==> config.mk <==
export PLATFORM = sky130hd
export DESIGN_NAME = qrs_back
export DESIGN_NICKNAME = d
export VERILOG_FILES = /design/src/rtl/qrs_pkg.sv /design/src/rtl/qrs_back.sv
export SDC_FILE = /design/constraint.sdc
export NUM_CORES = 1
export LEC_CHECK = 0
export BUFFER_PORTS_ARGS = -buffer_cell sky130_fd_sc_hd__buf_2
export CAP_MARGIN = 25
export CORE_MARGIN = 5
export CORE_UTILIZATION = 50
export DETAILED_ROUTE_END_ITERATION = 10
export MAX_ROUTING_LAYER = met4
export PLACE_DENSITY_LB_ADDON = 0.1
export SLEW_MARGIN = 10
export SYNTH_ARGS = -nofsm -noshare
export SYNTH_HDL_FRONTEND = slang
export SYNTH_SLANG_ARGS = --single-unit
==> constraint.sdc <==
create_clock -name clk -period 3.8 [get_ports clk]
set_input_delay 0.19 -clock clk [delete_from_list [all_inputs] [get_ports clk]]
set_output_delay 0.19 -clock clk [all_outputs]
set_load 0.02 [all_outputs]
==> src/rtl/qrs_pkg.sv <==
`timescale 1ns / 1ps
// ----------------------------------------------------------------------------
// qrs_pkg
// Shared constants and types of the quadratic root solver.
// ----------------------------------------------------------------------------
package qrs_pkg;

  localparam int COEF_WIDTH = 16;
  localparam int FRAC_BITS  = 16;
  localparam int ROOT_WIDTH = 34;

  typedef enum logic [1:0] {
    ST_NONE  = 2'd0,
    ST_ONE   = 2'd1,
    ST_TWO   = 2'd2,
    ST_DEGEN = 2'd3
  } status_t;

  // One finished result as it leaves the pipeline.
  typedef struct packed {
    status_t                        status;
    logic signed [ROOT_WIDTH-1:0]   lo;
    logic signed [ROOT_WIDTH-1:0]   hi;
  } result_t;

endpackage

==> src/rtl/qrs_back.sv <==
`timescale 1ns / 1ps
// ----------------------------------------------------------------------------
// qrs_back
// Saturation of both quotients, then ordering and zeroing (2 stages).
// ----------------------------------------------------------------------------
module qrs_back #(
  parameter int QUOT_WIDTH = 36
) (
  input  logic                         clk,
  input  logic                         rst,
  input  logic                         en,
  input  logic                         in_valid,
  input  logic signed [QUOT_WIDTH-1:0] quot1,
  input  logic signed [QUOT_WIDTH-1:0] quot2,
  input  qrs_pkg::status_t             status,
  output logic                         out_valid,
  output qrs_pkg::result_t             result
);

  localparam int RTW = qrs_pkg::ROOT_WIDTH;
  localparam int QOW = QUOT_WIDTH;

  logic signed [RTW-1:0] sat1, sat2, s1, s2;
  logic                  v1;
  qrs_pkg::status_t      st1;

  if (QOW > RTW) begin : g_sat
    localparam logic signed [RTW-1:0] MaxV = {1'b0, {(RTW-1){1'b1}}};
    localparam logic signed [RTW-1:0] MinV = {1'b1, {(RTW-1){1'b0}}};
    logic ovf1, ovf2;
    assign ovf1 = (quot1[QOW-1:RTW-1] != {(QOW-RTW+1){quot1[QOW-1]}});
    assign ovf2 = (quot2[QOW-1:RTW-1] != {(QOW-RTW+1){quot2[QOW-1]}});
    assign sat1 = ovf1 ? (quot1[QOW-1] ? MinV : MaxV) : quot1[RTW-1:0];
    assign sat2 = ovf2 ? (quot2[QOW-1] ? MinV : MaxV) : quot2[RTW-1:0];
  end else begin : g_ext
    assign sat1 = RTW'(quot1);
    assign sat2 = RTW'(quot2);
  end

  always_ff @(posedge clk) begin
    if (rst) begin
      v1 <= 1'b0;
      out_valid <= 1'b0;
    end else if (en) begin
      v1 <= in_valid;
      out_valid <= v1;
    end
  end

  always_ff @(posedge clk) begin
    if (en) begin
      s1 <= sat1;
      s2 <= sat2;
      st1 <= status;
      result.status <= st1;
      unique case (st1)
        qrs_pkg::ST_ONE: begin
          result.lo <= s1;
          result.hi <= s1;
        end
        qrs_pkg::ST_TWO: begin
          result.lo <= (s1 <= s2) ? s1 : s2;
          result.hi <= (s1 <= s2) ? s2 : s1;
        end
        default: begin
          result.lo <= '0;
          result.hi <= '0;
        end
      endcase
    end
  end

endmodule

# Yosys cells after proc, flatten, opt, wreduce, memory -nomap -nowiden
# Index checks and enable logic that the tools add are counted.
[word_totals]
register_bits = 142
latch_bits = 0
ramBits = 0
rom_bits = 0
input_bits = 78
output_inout_bits = 71
word_cells = 20
memories = 0
[classes]
addsub = 0
mul = 0
div_mod_pow = 0
magnitude_cmp = 1
n_eq_ne = 4
shifts = 0
muxes = 7
n_bitwise = 0
reduce_logical = 0
[ops]
columns = ["op", "n"]
rows = [
  ["$mux 34", 6],
  ["$pmux 68 s2", 1],
  ["$le 34x34->1", 1],
  ["$ne 2x2->1", 2],
  ["$eq 2x1->1 const B", 1],
  ["$eq 2x2->1 const B", 1],
]

# Longest topological paths before layout
# Gate-level depths: netlist of run 1.
[logic_depth]
word_depth = 3
ltp_mapped = 10
mapped_depth_nobuf = 9

# Worst setup path after synthesis of run 1
# OpenSTA, ideal clock, no wires.
[synth_path]
path_kind = "register -> register"
startpoint = "reg s1[25]"
endpoint = "reg result[0] (netlist name) (data pin)"
setup_time_ns = 0.256
arrival_ns = 2.408
required_ns = 3.544
setup_slack_ns = 1.136
path_stages_with_launch = 10
path_buffers = 1
synth_period_minus_slack_ns = 2.664
path_cell_list = "edfxtp_1 -> ha_1 -> nand4_1 -> nor4_2 -> nand3_1 -> or4_4 -> nand3b_2 -> o21ai_4 -> buf_6 -> a22o_1"
[synth_via]
elab_chain_len = 3
[synth_lines]
columns = ["element", "line", "rtl"]
rows = [
  ["start, declared", "qrs_back.sv:23", "logic signed [RTW-1:0] sat1, sat2, s1, s2;"],
  ["start signal, assigned", "qrs_back.sv:52", "s1 <= sat1;"],
  ["$le 34x34->1", "qrs_back.sv:63", "result.hi <= (s1 <= s2) ? s2 : s1;"],
  ["$mux 34", "qrs_back.sv:63", ""],
  ["$pmux 68 s2", "qrs_back.sv:56", "unique case (st1)"],
  ["end, declared", "qrs_back.sv:17", "output qrs_pkg::result_t result"],
]
# Every way passes these cells.
# A chain may end at the register's enable or synchronous reset.

# Worst setup path after layout of run 1
[layout_path]
startpoint = "reg s1[21]"
endpoint = "reg result[64] (netlist name) (data pin)"
[layout_via]
elab_chain_len = 3
[layout_lines]
columns = ["element", "line", "rtl"]
rows = [
  ["$le 34x34->1", "qrs_back.sv:62", "result.lo <= (s1 <= s2) ? s1 : s2;"],
  ["$mux 34", "qrs_back.sv:62", ""],
  ["$pmux 68 s2", "qrs_back.sv:56", ""],
]
# Every way passes these cells.

==> results of run 1 <==
per-stage QoR:
stage                     utilization  hold WS, ns
final                           0.614       0.0154
after floorplan                     -        0.262
after global placement          0.568        0.360
after CTS                       0.611     0.000447
after global routing            0.614       0.0292
after detailed placement        0.572        0.369
routing by layer:
metal  vias to the layer above  GRT usage
li1                       2220          -
met2                       163      0.348
met1                      2298      0.235
met5                         -          -
met3                        20     0.0533
met4                         0     0.0727
synth_stat cells, types with 2 or more instances:
| cell type | instances |
|---|---|
| a21o_1 | 2 |
| edfxtp_1 | 140 |
| a21oi_1 | 10 |
| and4_1 | 2 |
| nand4_1 | 6 |
| a211oi_1 | 2 |
| mux2i_1 | 2 |
| nor2b_1 | 2 |
| o21ai_0 | 5 |
| buf_1 | 2 |
| o21bai_1 | 3 |
| ha_1 | 36 |
| nor2_1 | 4 |
| buf_6 | 9 |
| inv_1 | 37 |
| nand2_1 | 146 |
| nand3_1 | 3 |
| buf_4 | 3 |
| clkbuf_1 | 15 |
| a22o_2 | 4 |
| a22o_1 | 30 |
| a32o_1 | 34 |
| dfxtp_1 | 2 |
final cells by class:
cell class / instances / area share
clock buffers: 25 / 0.0565
clock inverters: 4 / 0.00217
inverters: 37 / 0.0172
multi-input cells: 307 / 0.255
flip-flops and latches: 142 / 0.527
well taps: 176 / 0.0273
repair buffers: 164 / 0.115
cell usage in the layout (no fill, tap or decap), types with 2 or more instances in the layout:
cell type / instances
buf_2: 147
nand2_1: 146
edfxtp_1: 140
inv_1: 37
ha_1: 36
a32o_1: 34
a22o_1: 30
clkbuf_16: 17
a21oi_1: 10
clkbuf_1: 8
buf_4: 8
nand4_1: 6
o21ai_0: 5
dlygate4sd3_1: 5
nor2_1: 4
a22o_2: 4
nand3_1: 3
and4_1: 2
a211oi_1: 2
nor2b_1: 2
a21o_1: 2
o21bai_2: 2
mux2i_1: 2
clkinv_2: 2
clkinv_1: 2
buf_16: 2
dfxtp_1: 2
worst min-delay path by stage:
stage	startpoint	endpoint	slack, ns	cells after the start
4_1_cts	in_valid	v1$_SDFFE_PP0P_	0.0004	3
2_1_floorplan	rst	out_valid$_SDFFE_PP0P_	0.26	1
3_5_place_dp	rst	out_valid$_SDFFE_PP0P_	0.37	2
6_report	in_valid	v1$_SDFFE_PP0P_	0.02	3
3_3_place_gp	rst	v1$_SDFFE_PP0P_	0.36	2
5_1_grt	quot1[10]	s1[10]$_DFFE_PP_	0.03	3
report_power, final:
| part | internal (W) | switching (W) |
|---|---|---|
| combinational | 0.000262 | 0.000409 |
| sequential | 0.00190 | 0.0000803 |
| clock | 0.000814 | 0.000561 |
critical path, cell delays in order (launching register included):
cell and delay (ns):
edfxtp_1 0.42, ha_1 0.36, nand4_1 0.18, nor4_2 0.34
nand3_1 0.17, o211ai_1 0.38, nand4_2 0.56, buf_16 0.37
a32o_1 0.27
flip-flops by register name, summed over array words and instances (netlist names):
register   flops
out_valid      1
s2            34
s1            34
v1             1
result        70
st1            2
logic make-up after synthesis:
logic type	after synthesis
buffers and inverters	66
flip-flops	142
AO/OA/AOI/OAI	98
multiplexers	2
AND/OR/NAND/NOR	171
adder cells (fa/ha/maj)	36
what timing repair did:
item                                    in CTS  in global routing
gates resized for setup                      0                  0
hold endpoints to repair                     6                  0
hold buffers                                 5                  0
endpoints found under the setup margin       0                  0
==> flow_metrics.env, run 1 <==
export IMPL_die_x_um=125
export IMPL_routed_wl_met3_um=835
export IMPL_ir_worst_vdd_mv=0.302
export IMPL_insertion_delay_ns=0.42
export IMPL_synthTopCellsByArea="edfxtp_1 64%, nand2_1 8.3%, ha_1 6.8%"
export IMPL_ff2ff_path_depth=8
export IMPL_dpl_instance_area_sq_um=7510
export IMPL_cts_root_buf="clkbuf_16"
export IMPL_antenna_found_initial=0
export IMPL_reg2reg_to="result[64]$_DFFE_PP_"
export IMPL_multiInputGateArea_sq_um=2060
export IMPL_synth_async_sr_flop_share=0
export IMPL_vias_per_cell=5.50
export IMPL_clk_pin_slew_ns=0.05
export IMPL_drive_gt1_frac=0.283
export IMPL_ios=149
export IMPL_power_w=0.00403
export IMPL_ys_ff_latch=142
export IMPL_hold_path_class="input port to flop"
export IMPL_synthesis_nets=629
export IMPL_final_setup_tns_ns=0
export IMPL_fin_ws_ns=0.492
export IMPL_dr_pass1_iters=5
export IMPL_grt_overflow=0
export IMPL_place_inst=820
export IMPL_synth_cell_type_count=39
export IMPL_wl_per_cell_um=18.0
export IMPL_area_growth_pct=21.8
export IMPL_highest_layer="met4"
export IMPL_cts_setup_buffers=0
export IMPL_final_hold_viol_count=0
export IMPL_hpwl_um=10100
export IMPL_synth_simple_area_share=0.109
export IMPL_core_sq_um=13100
export IMPL_r2r_start="s1[21]$_DFFE_PP_"
export IMPL_status="complete, no violations"
export IMPL_p_per_area_nw_per_um2=500
export IMPL_synth_top_area_share=0.635
export IMPL_gp_congestion=0.839
export IMPL_synthFlopType="edfxtp_1"
export IMPL_cts_tree="yes"
export IMPL_fillers=1093
export IMPL_synth_top_family_by_area="compound AO/OA/AOI/OAI gates"
export IMPL_synthCells=515
export IMPL_drv_cap=0
export IMPL_nNetsFinal=783
export IMPL_yosysSeqAreaShare=0.641
export IMPL_arrival_ns=3.47
export IMPL_synth_edf_count=140
export IMPL_grt_pass1_vias=4890
export IMPL_ant_nets=0
export IMPL_tightest_slew_ns=1.04
export IMPL_synth_compound_area_frac=0.130
export IMPL_crit_required_ns=3.96
export IMPL_cp_end_kind="flop"
export IMPL_wl_met1_um=6340
export IMPL_post_place_ws_ns=0.515
export IMPL_vias=4701
export IMPL_slew_headroom=0.309
export IMPL_max_freq_ghz=0.302
export IMPL_worstSetupPathType="flop to flop"
export IMPL_htreeDepth=4
export IMPL_grt_util_all_layers=0.205
export IMPL_clockBufferDepth=2
export IMPL_period_needed_ns=3.31
export IMPL_finalSetupViolCount=0
export IMPL_seq_area_sq_um=4240
export IMPL_synth_area_per_cell_sq_um=12.9
export IMPL_antenna_cells=0
export IMPL_wl_met2_um=7930
export IMPL_stdcell_area_sq_um=8060
export IMPL_cp_max_fo=20
export IMPL_synthXorXnorAreaFrac=0
export IMPL_yosys_warnings=0
export IMPL_drc=0
export IMPL_portBuffers=148
export IMPL_synth_area_mux_share=0.00302
export IMPL_cts_buffers=17
export IMPL_layout_cells_non_filler=855
export IMPL_grt_pass1_wl_um=24500
export IMPL_synth_area_leader_cell="edfxtp_1"
export IMPL_num_rows=42
export IMPL_initialDrtViolationCount=494
export IMPL_rsz0062_at_grt="false"
export IMPL_die_y_um=125
export IMPL_drv_slew=0
export IMPL_p_leak_nw=3.63
export IMPL_startpoint="s1[21]$_DFFE_PP_"
export IMPL_r2r_slack_ns=0.49
export IMPL_period_share=0.871
export IMPL_grt_max_degree=115
export IMPL_endpoint="result[64]$_DFFE_PP_"
export IMPL_synth_area_sq_um=6620
export IMPL_synth_fa_ha_area_frac=0.0680
export IMPL_cts_sinks=142
export IMPL_start_kind="flop"
export IMPL_fin_worst_skew_ns=0.00794
export IMPL_routed_wl_um=15400
export IMPL_initial_core_util=0.504
export IMPL_die_area_sq_um=15600
Power figures use the tool's default switching activity.
==> run 2: changes to the inputs <==
CORE_UTILIZATION = 40   (was 50)
==> run 2 against run 1 <==
  * Clock skew rose by 0.0022 ns
  * Design area is 2.5% higher
  * Fmax increased by 5.0%
  * Worst hold slack gained 0.0029 ns
  * Combinational power barely moved
  * First-iteration DRC count shrank 27%
  * Critical path type unchanged
  * Cell count rose by 5.5%
  * Via count decreased by 1.1%
  * Highest routed layer unchanged
  * Die area rose by 23%
  * Core utilization shrank 11 points
  * Clock-buffer cell count is 6 lower
  * Power is 8.0% higher
==> flow_metrics.env, run 2 (synthesis gave the netlist of run 1 again) <==
export IMPL_worstSetupPathType="flop to flop"
export IMPL_drc=0
export IMPL_ir_worst_vdd_mv=0.316
export IMPL_cts_buffers=17
export IMPL_antenna_cells=0
export IMPL_cts_resized=0
export IMPL_grt_overflow=0
export IMPL_vias_per_cell=5.15
export IMPL_post_place_ws_ns=0.587
export IMPL_area_growth_pct=24.8
export IMPL_cts_sinks=142
export IMPL_crit_required_ns=4.08
export IMPL_fillers=1451
export IMPL_p_per_area_nw_per_um2=527
export IMPL_vias=4648
export IMPL_start_kind="flop"
export IMPL_final_common_cell="buf_2"
export IMPL_fin_worst_skew_ns=0.0102
export IMPL_cts_tree="yes"
export IMPL_drv_cap=0
export IMPL_p_leak_nw=3.69
export IMPL_initialDrtViolationCount=363
export IMPL_hold_path_class="input port to flop"
export IMPL_die_y_um=139
export IMPL_max_freq_ghz=0.317
export IMPL_dr_pass1_iters=5
export IMPL_gp_congestion=0.790
export IMPL_routed_wl_um=16400
export IMPL_largest_register="result"
export IMPL_top_regs="result x70, s1 x34, s2 x34"
export IMPL_cts_root_buf="clkbuf_16"
export IMPL_initial_core_util=0.403
export IMPL_largest_register_ffs=70
export IMPL_period_needed_ns=3.15
export IMPL_ctsHoldBuffers=4
export IMPL_tightest_slew_ns=0.947
export IMPL_crit_slowest_cell="or4_4"
export IMPL_arrival_ns=3.43
export IMPL_finalSetupViolCount=0
export IMPL_fin_ws_ns=0.650
export IMPL_drive_gt1_frac=0.301
export IMPL_cp_cell_sequence="ha_1 > nand4_1 > nor4_2 > nand3_1 > or4_4 > a31oi_4 > buf_4 > a22o_1"
export IMPL_die_x_um=139
export IMPL_cp_max_fo=13
export IMPL_clockBufferDepth=2
export IMPL_wl_per_cell_um=18.2
export IMPL_cts_setup_buffers=0
export IMPL_nNetsFinal=783
export IMPL_ant_nets=0
export IMPL_status="complete, no violations"
export IMPL_grt_pass1_vias=4952
export IMPL_final_hold_viol_count=0
export IMPL_slew_headroom=0.367
export IMPL_num_rows=47
export IMPL_final_setup_tns_ns=0
export IMPL_grt_util_all_layers=0.178
export IMPL_place_inst=865
export IMPL_hpwl_um=11000
export IMPL_portBuffers=148
export IMPL_r2r_slack_ns=0.65
export IMPL_htreeDepth=4
export IMPL_clk_pin_slew_ns=0.06
export IMPL_cp_end_kind="flop"
export IMPL_die_area_sq_um=19200
export IMPL_grt_pass1_wl_um=26300
export IMPL_layout_cells_non_filler=902
export IMPL_core_sq_um=16400
export IMPL_layout_common_cells="147 x buf_2, 146 x nand2_1, 140 x edfxtp_1, 37 x inv_1, 36 x ha_1"
export IMPL_ios=149
export IMPL_rsz0062_at_grt="false"
export IMPL_insertion_delay_ns=0.41
export IMPL_grt_max_degree=111
export IMPL_period_share=0.829
export IMPL_worst_path_largest_cell_delay_ns=0.61
export IMPL_drv_slew=0
export IMPL_antenna_found_initial=0
[run 2: worst max-delay path: cells and delay by family, from the launching register on]
family	cells	cell delay (ns)
DFF	1	0.42
buffers and inverters	1	0.31
and+or+nand+nor	4	1.31
adders and majority gates	1	0.33
AOI/OAI and AO/OA	2	0.64
[run 2: layout make-up]
type                       instances  area [sq um]  share of cell area
tap                              220           275              0.0333
inverter                          37           139              0.0168
timing repair buffer             164           930               0.113
clock inverter                    13           166              0.0201
sequential                       142          4240               0.514
clock buffer                      19           443              0.0536
multi-input combinational        307          2060               0.250
[run 2: per-stage QoR]
step / total power [W] / instance area, sq um / hold WS, ns / util
3_3_place_gp: 0.00267 / 7550 / 0.362 / 0.460
6_report: 0.00435 / 8260 / 0.0183 / 0.503
3_5_place_dp: 0.00269 / 7580 / 0.370 / 0.462
4_1_cts: 0.00439 / 8230 / 0.00210 / 0.502
2_1_floorplan: 0.00242 / 6620 / 0.262 / -
5_1_grt: 0.00455 / 8260 / 0.0152 / 0.503
[run 2: where the power goes]
group / leakage (nW) / switching (W) / internal, W
logic: 1.96 / 0.000414 / 0.000260
registers: 1.44 / 0.0000828 / 0.00190
clock network: 0.289 / 0.000642 / 0.00105
total: 3.69 / 0.00114 / 0.00321
[run 2: path summary, 6_finish.rpt]
check	from	end	depth (start not counted)
setup / recovery	s1[19]$_DFFE_PP_	result[14]$_DFFE_PP_	8
hold / removal	in_valid	v1$_SDFFE_PP0P_	3
hold reg to reg	out_valid$_SDFFE_PP0P_	out_valid$_SDFFE_PP0P_	2
setup reg to reg	s1[19]$_DFFE_PP_	result[14]$_DFFE_PP_	8
[run 2: per-layer routing]
metal / vias up / GRT usage / share of wire
met5: - / - / 0
met4: 0 / 0.0556 / 0.013
met3: 15 / 0.0441 / 0.044
met2: 143 / 0.277 / 0.47
met1: 2263 / 0.230 / 0.47
li1: 2227 / - / -
==> run 3: changes to the inputs <==
clock period = 3.02 ns   (was 3.8 ns; I/O delays follow)
==> run 3 against run 2 <==
  * Cell count is 6.0% higher
  * Power grew 22%
  * Die area unchanged
  * Register-to-register slack lost 0.57 ns
  * Combinational power rose by 43%
  * Critical path type unchanged
  * Largest cell class unchanged
==> flow_metrics.env, run 3 (synthesis gave the netlist of run 1 again) <==
export IMPL_status="complete, no violations"
export IMPL_slew_headroom=0.340
export IMPL_die_y_um=139
export IMPL_cp_end_kind="flop"
export IMPL_insertion_delay_ns=0.42
export IMPL_multiInputGateArea_sq_um=2130
export IMPL_grt_max_degree=78
export IMPL_initialDrtViolationCount=366
export IMPL_drc=0
export IMPL_final_common_cell="buf_2"
export IMPL_ir_worst_vdd_mv=0.402
export IMPL_htreeDepth=4
export IMPL_num_rows=47
export IMPL_nNetsFinal=837
export IMPL_ios=149
export IMPL_place_inst=872
export IMPL_p_leak_nw=3.93
export IMPL_area_growth_pct=33.3
export IMPL_crit_required_ns=3.30
export IMPL_grt_util_all_layers=0.177
export IMPL_largest_register="result"
export IMPL_dr_pass1_iters=5
export IMPL_wl_per_cell_um=17.9
export IMPL_cts_tree="yes"
export IMPL_layout_cells_non_filler=956
export IMPL_cts_root_buf="clkbuf_16"
export IMPL_seq_area_sq_um=4240
export IMPL_die_area_sq_um=19200
export IMPL_cts_sinks=142
export IMPL_hold_path_class="input port to flop"
export IMPL_portBuffers=148
export IMPL_fillers=1419
export IMPL_post_place_ws_ns=-0.00831
export IMPL_die_x_um=139
export IMPL_drv_cap=0
export IMPL_grt_overflow=0
export IMPL_grt_use_met3=0.0397
export IMPL_fin_worst_skew_ns=0.0119
export IMPL_use_met2=0.279
export IMPL_antenna_cells=0
export IMPL_grt_pass1_wl_um=25900
export IMPL_final_setup_tns_ns=0
export IMPL_grt_pass1_vias=4907
export IMPL_ant_nets=0
export IMPL_worstSetupPathType="flop to flop"
export IMPL_antenna_found_initial=0
export IMPL_final_hold_viol_count=0
export IMPL_cp_max_fo=9
export IMPL_drv_slew=0
export IMPL_period_needed_ns=2.94
export IMPL_layout_common_cells="147 x buf_2, 146 x nand2_1, 140 x edfxtp_1, 40 x dlygate4sd3_1, 37 x inv_1"
export IMPL_drive_gt1_frac=0.299
export IMPL_top_usage_layer="met2"
export IMPL_vias_per_cell=5.12
export IMPL_fin_ws_ns=0.0795
export IMPL_finalSetupViolCount=0
export IMPL_use_met1=0.225
export IMPL_p_per_area_nw_per_um2=602
export IMPL_hold_ws_ns=0.0174
export IMPL_initial_core_util=0.403
export IMPL_arrival_ns=3.22
export IMPL_top_regs="result x70, s1 x34, s2 x34"
export IMPL_vias=4897
export IMPL_cts_buffers=17
export IMPL_start_kind="flop"
export IMPL_gp_congestion=0.832
export IMPL_tightest_slew_ns=0.987
export IMPL_routed_wl_um=17100
export IMPL_period_share=0.974
export IMPL_core_sq_um=16400
export IMPL_clk_pin_slew_ns=0.05
export IMPL_hpwl_um=11200
export IMPL_clockBufferDepth=2
export IMPL_largest_register_ffs=70
export IMPL_max_freq_ghz=0.340
-- run 3: changes by cell type in the layout (fill, tap and decap cells not counted), sizes merged --
cell and delta:
clkinv -4, buf +15, dlygate4sd3 +36, bufinv -3, clkbuf +13, clkinvlp -3
-- run 3: cell type report --
cell class              count  share of cell area
flip-flops and latches    142               0.481
multi-input cells         307               0.241
repair buffers            218               0.173
clock buffers              29              0.0567
well taps                 220              0.0312
inverters                  37              0.0157
clock inverters             3             0.00170
-- run 3: per-stage QoR --
stage | area [sq um] | total power (W) | util
CTS | 8610 | 0.00531 | 0.525
global route | 8820 | 0.00555 | 0.538
detailed placement | 7690 | 0.00342 | 0.469
floorplan | 6620 | 0.00304 | -
global placement | 7690 | 0.00340 | 0.469
finish | 8820 | 0.00531 | 0.538
-- run 3: critical path, cell delays in order (launching register included) --
cell       delay, ns
edfxtp_1        0.45
ha_4            0.31
nand4_1         0.16
nor4_4          0.36
nand3_2         0.15
or4_4           0.57
buf_4           0.17
a31oi_4         0.20
buf_12          0.16
clkbuf_16       0.16
a22o_1          0.12
-- run 3: repair_timing --
action                                  4_1_cts  5_1_grt
setup buffers                                 0        9
endpoints found under the setup margin       18       68
cloned                                        0        3
endpoints found under the hold margin        40        0
pin swaps                                     1        5
hold buffers                                 40        0
resized for setup                             1        5
-- run 3: path summary, 6_finish.rpt --
path              depth (start not counted)                     end                   start  slack (ns)
setup / recovery                         10     result[7]$_DFFE_PP_        s1[19]$_DFFE_PP_        0.08
hold / removal                            3         s2[3]$_DFFE_PP_                quot2[3]        0.02
setup reg to reg                         10     result[7]$_DFFE_PP_        s1[19]$_DFFE_PP_        0.08
hold reg to reg                           2  out_valid$_SDFFE_PP0P_  out_valid$_SDFFE_PP0P_        0.52
-- run 3: power by group --
| group | switching [W] | internal [W] |
|---|---|---|
| Combinational | 0.000548 | 0.000416 |
| Sequential | 0.000108 | 0.00239 |
| Clock | 0.000737 | 0.00111 |
| Total | 0.00139 | 0.00392 |
-- run 3: metal layers --
layer,share of wire,vias to the layer above,wire [um]
met1,0.45,2393,7700
met3,0.052,24,897
met5,0,-,0
met2,0.48,148,8240
li1,-,2332,-
met4,0.017,0,297
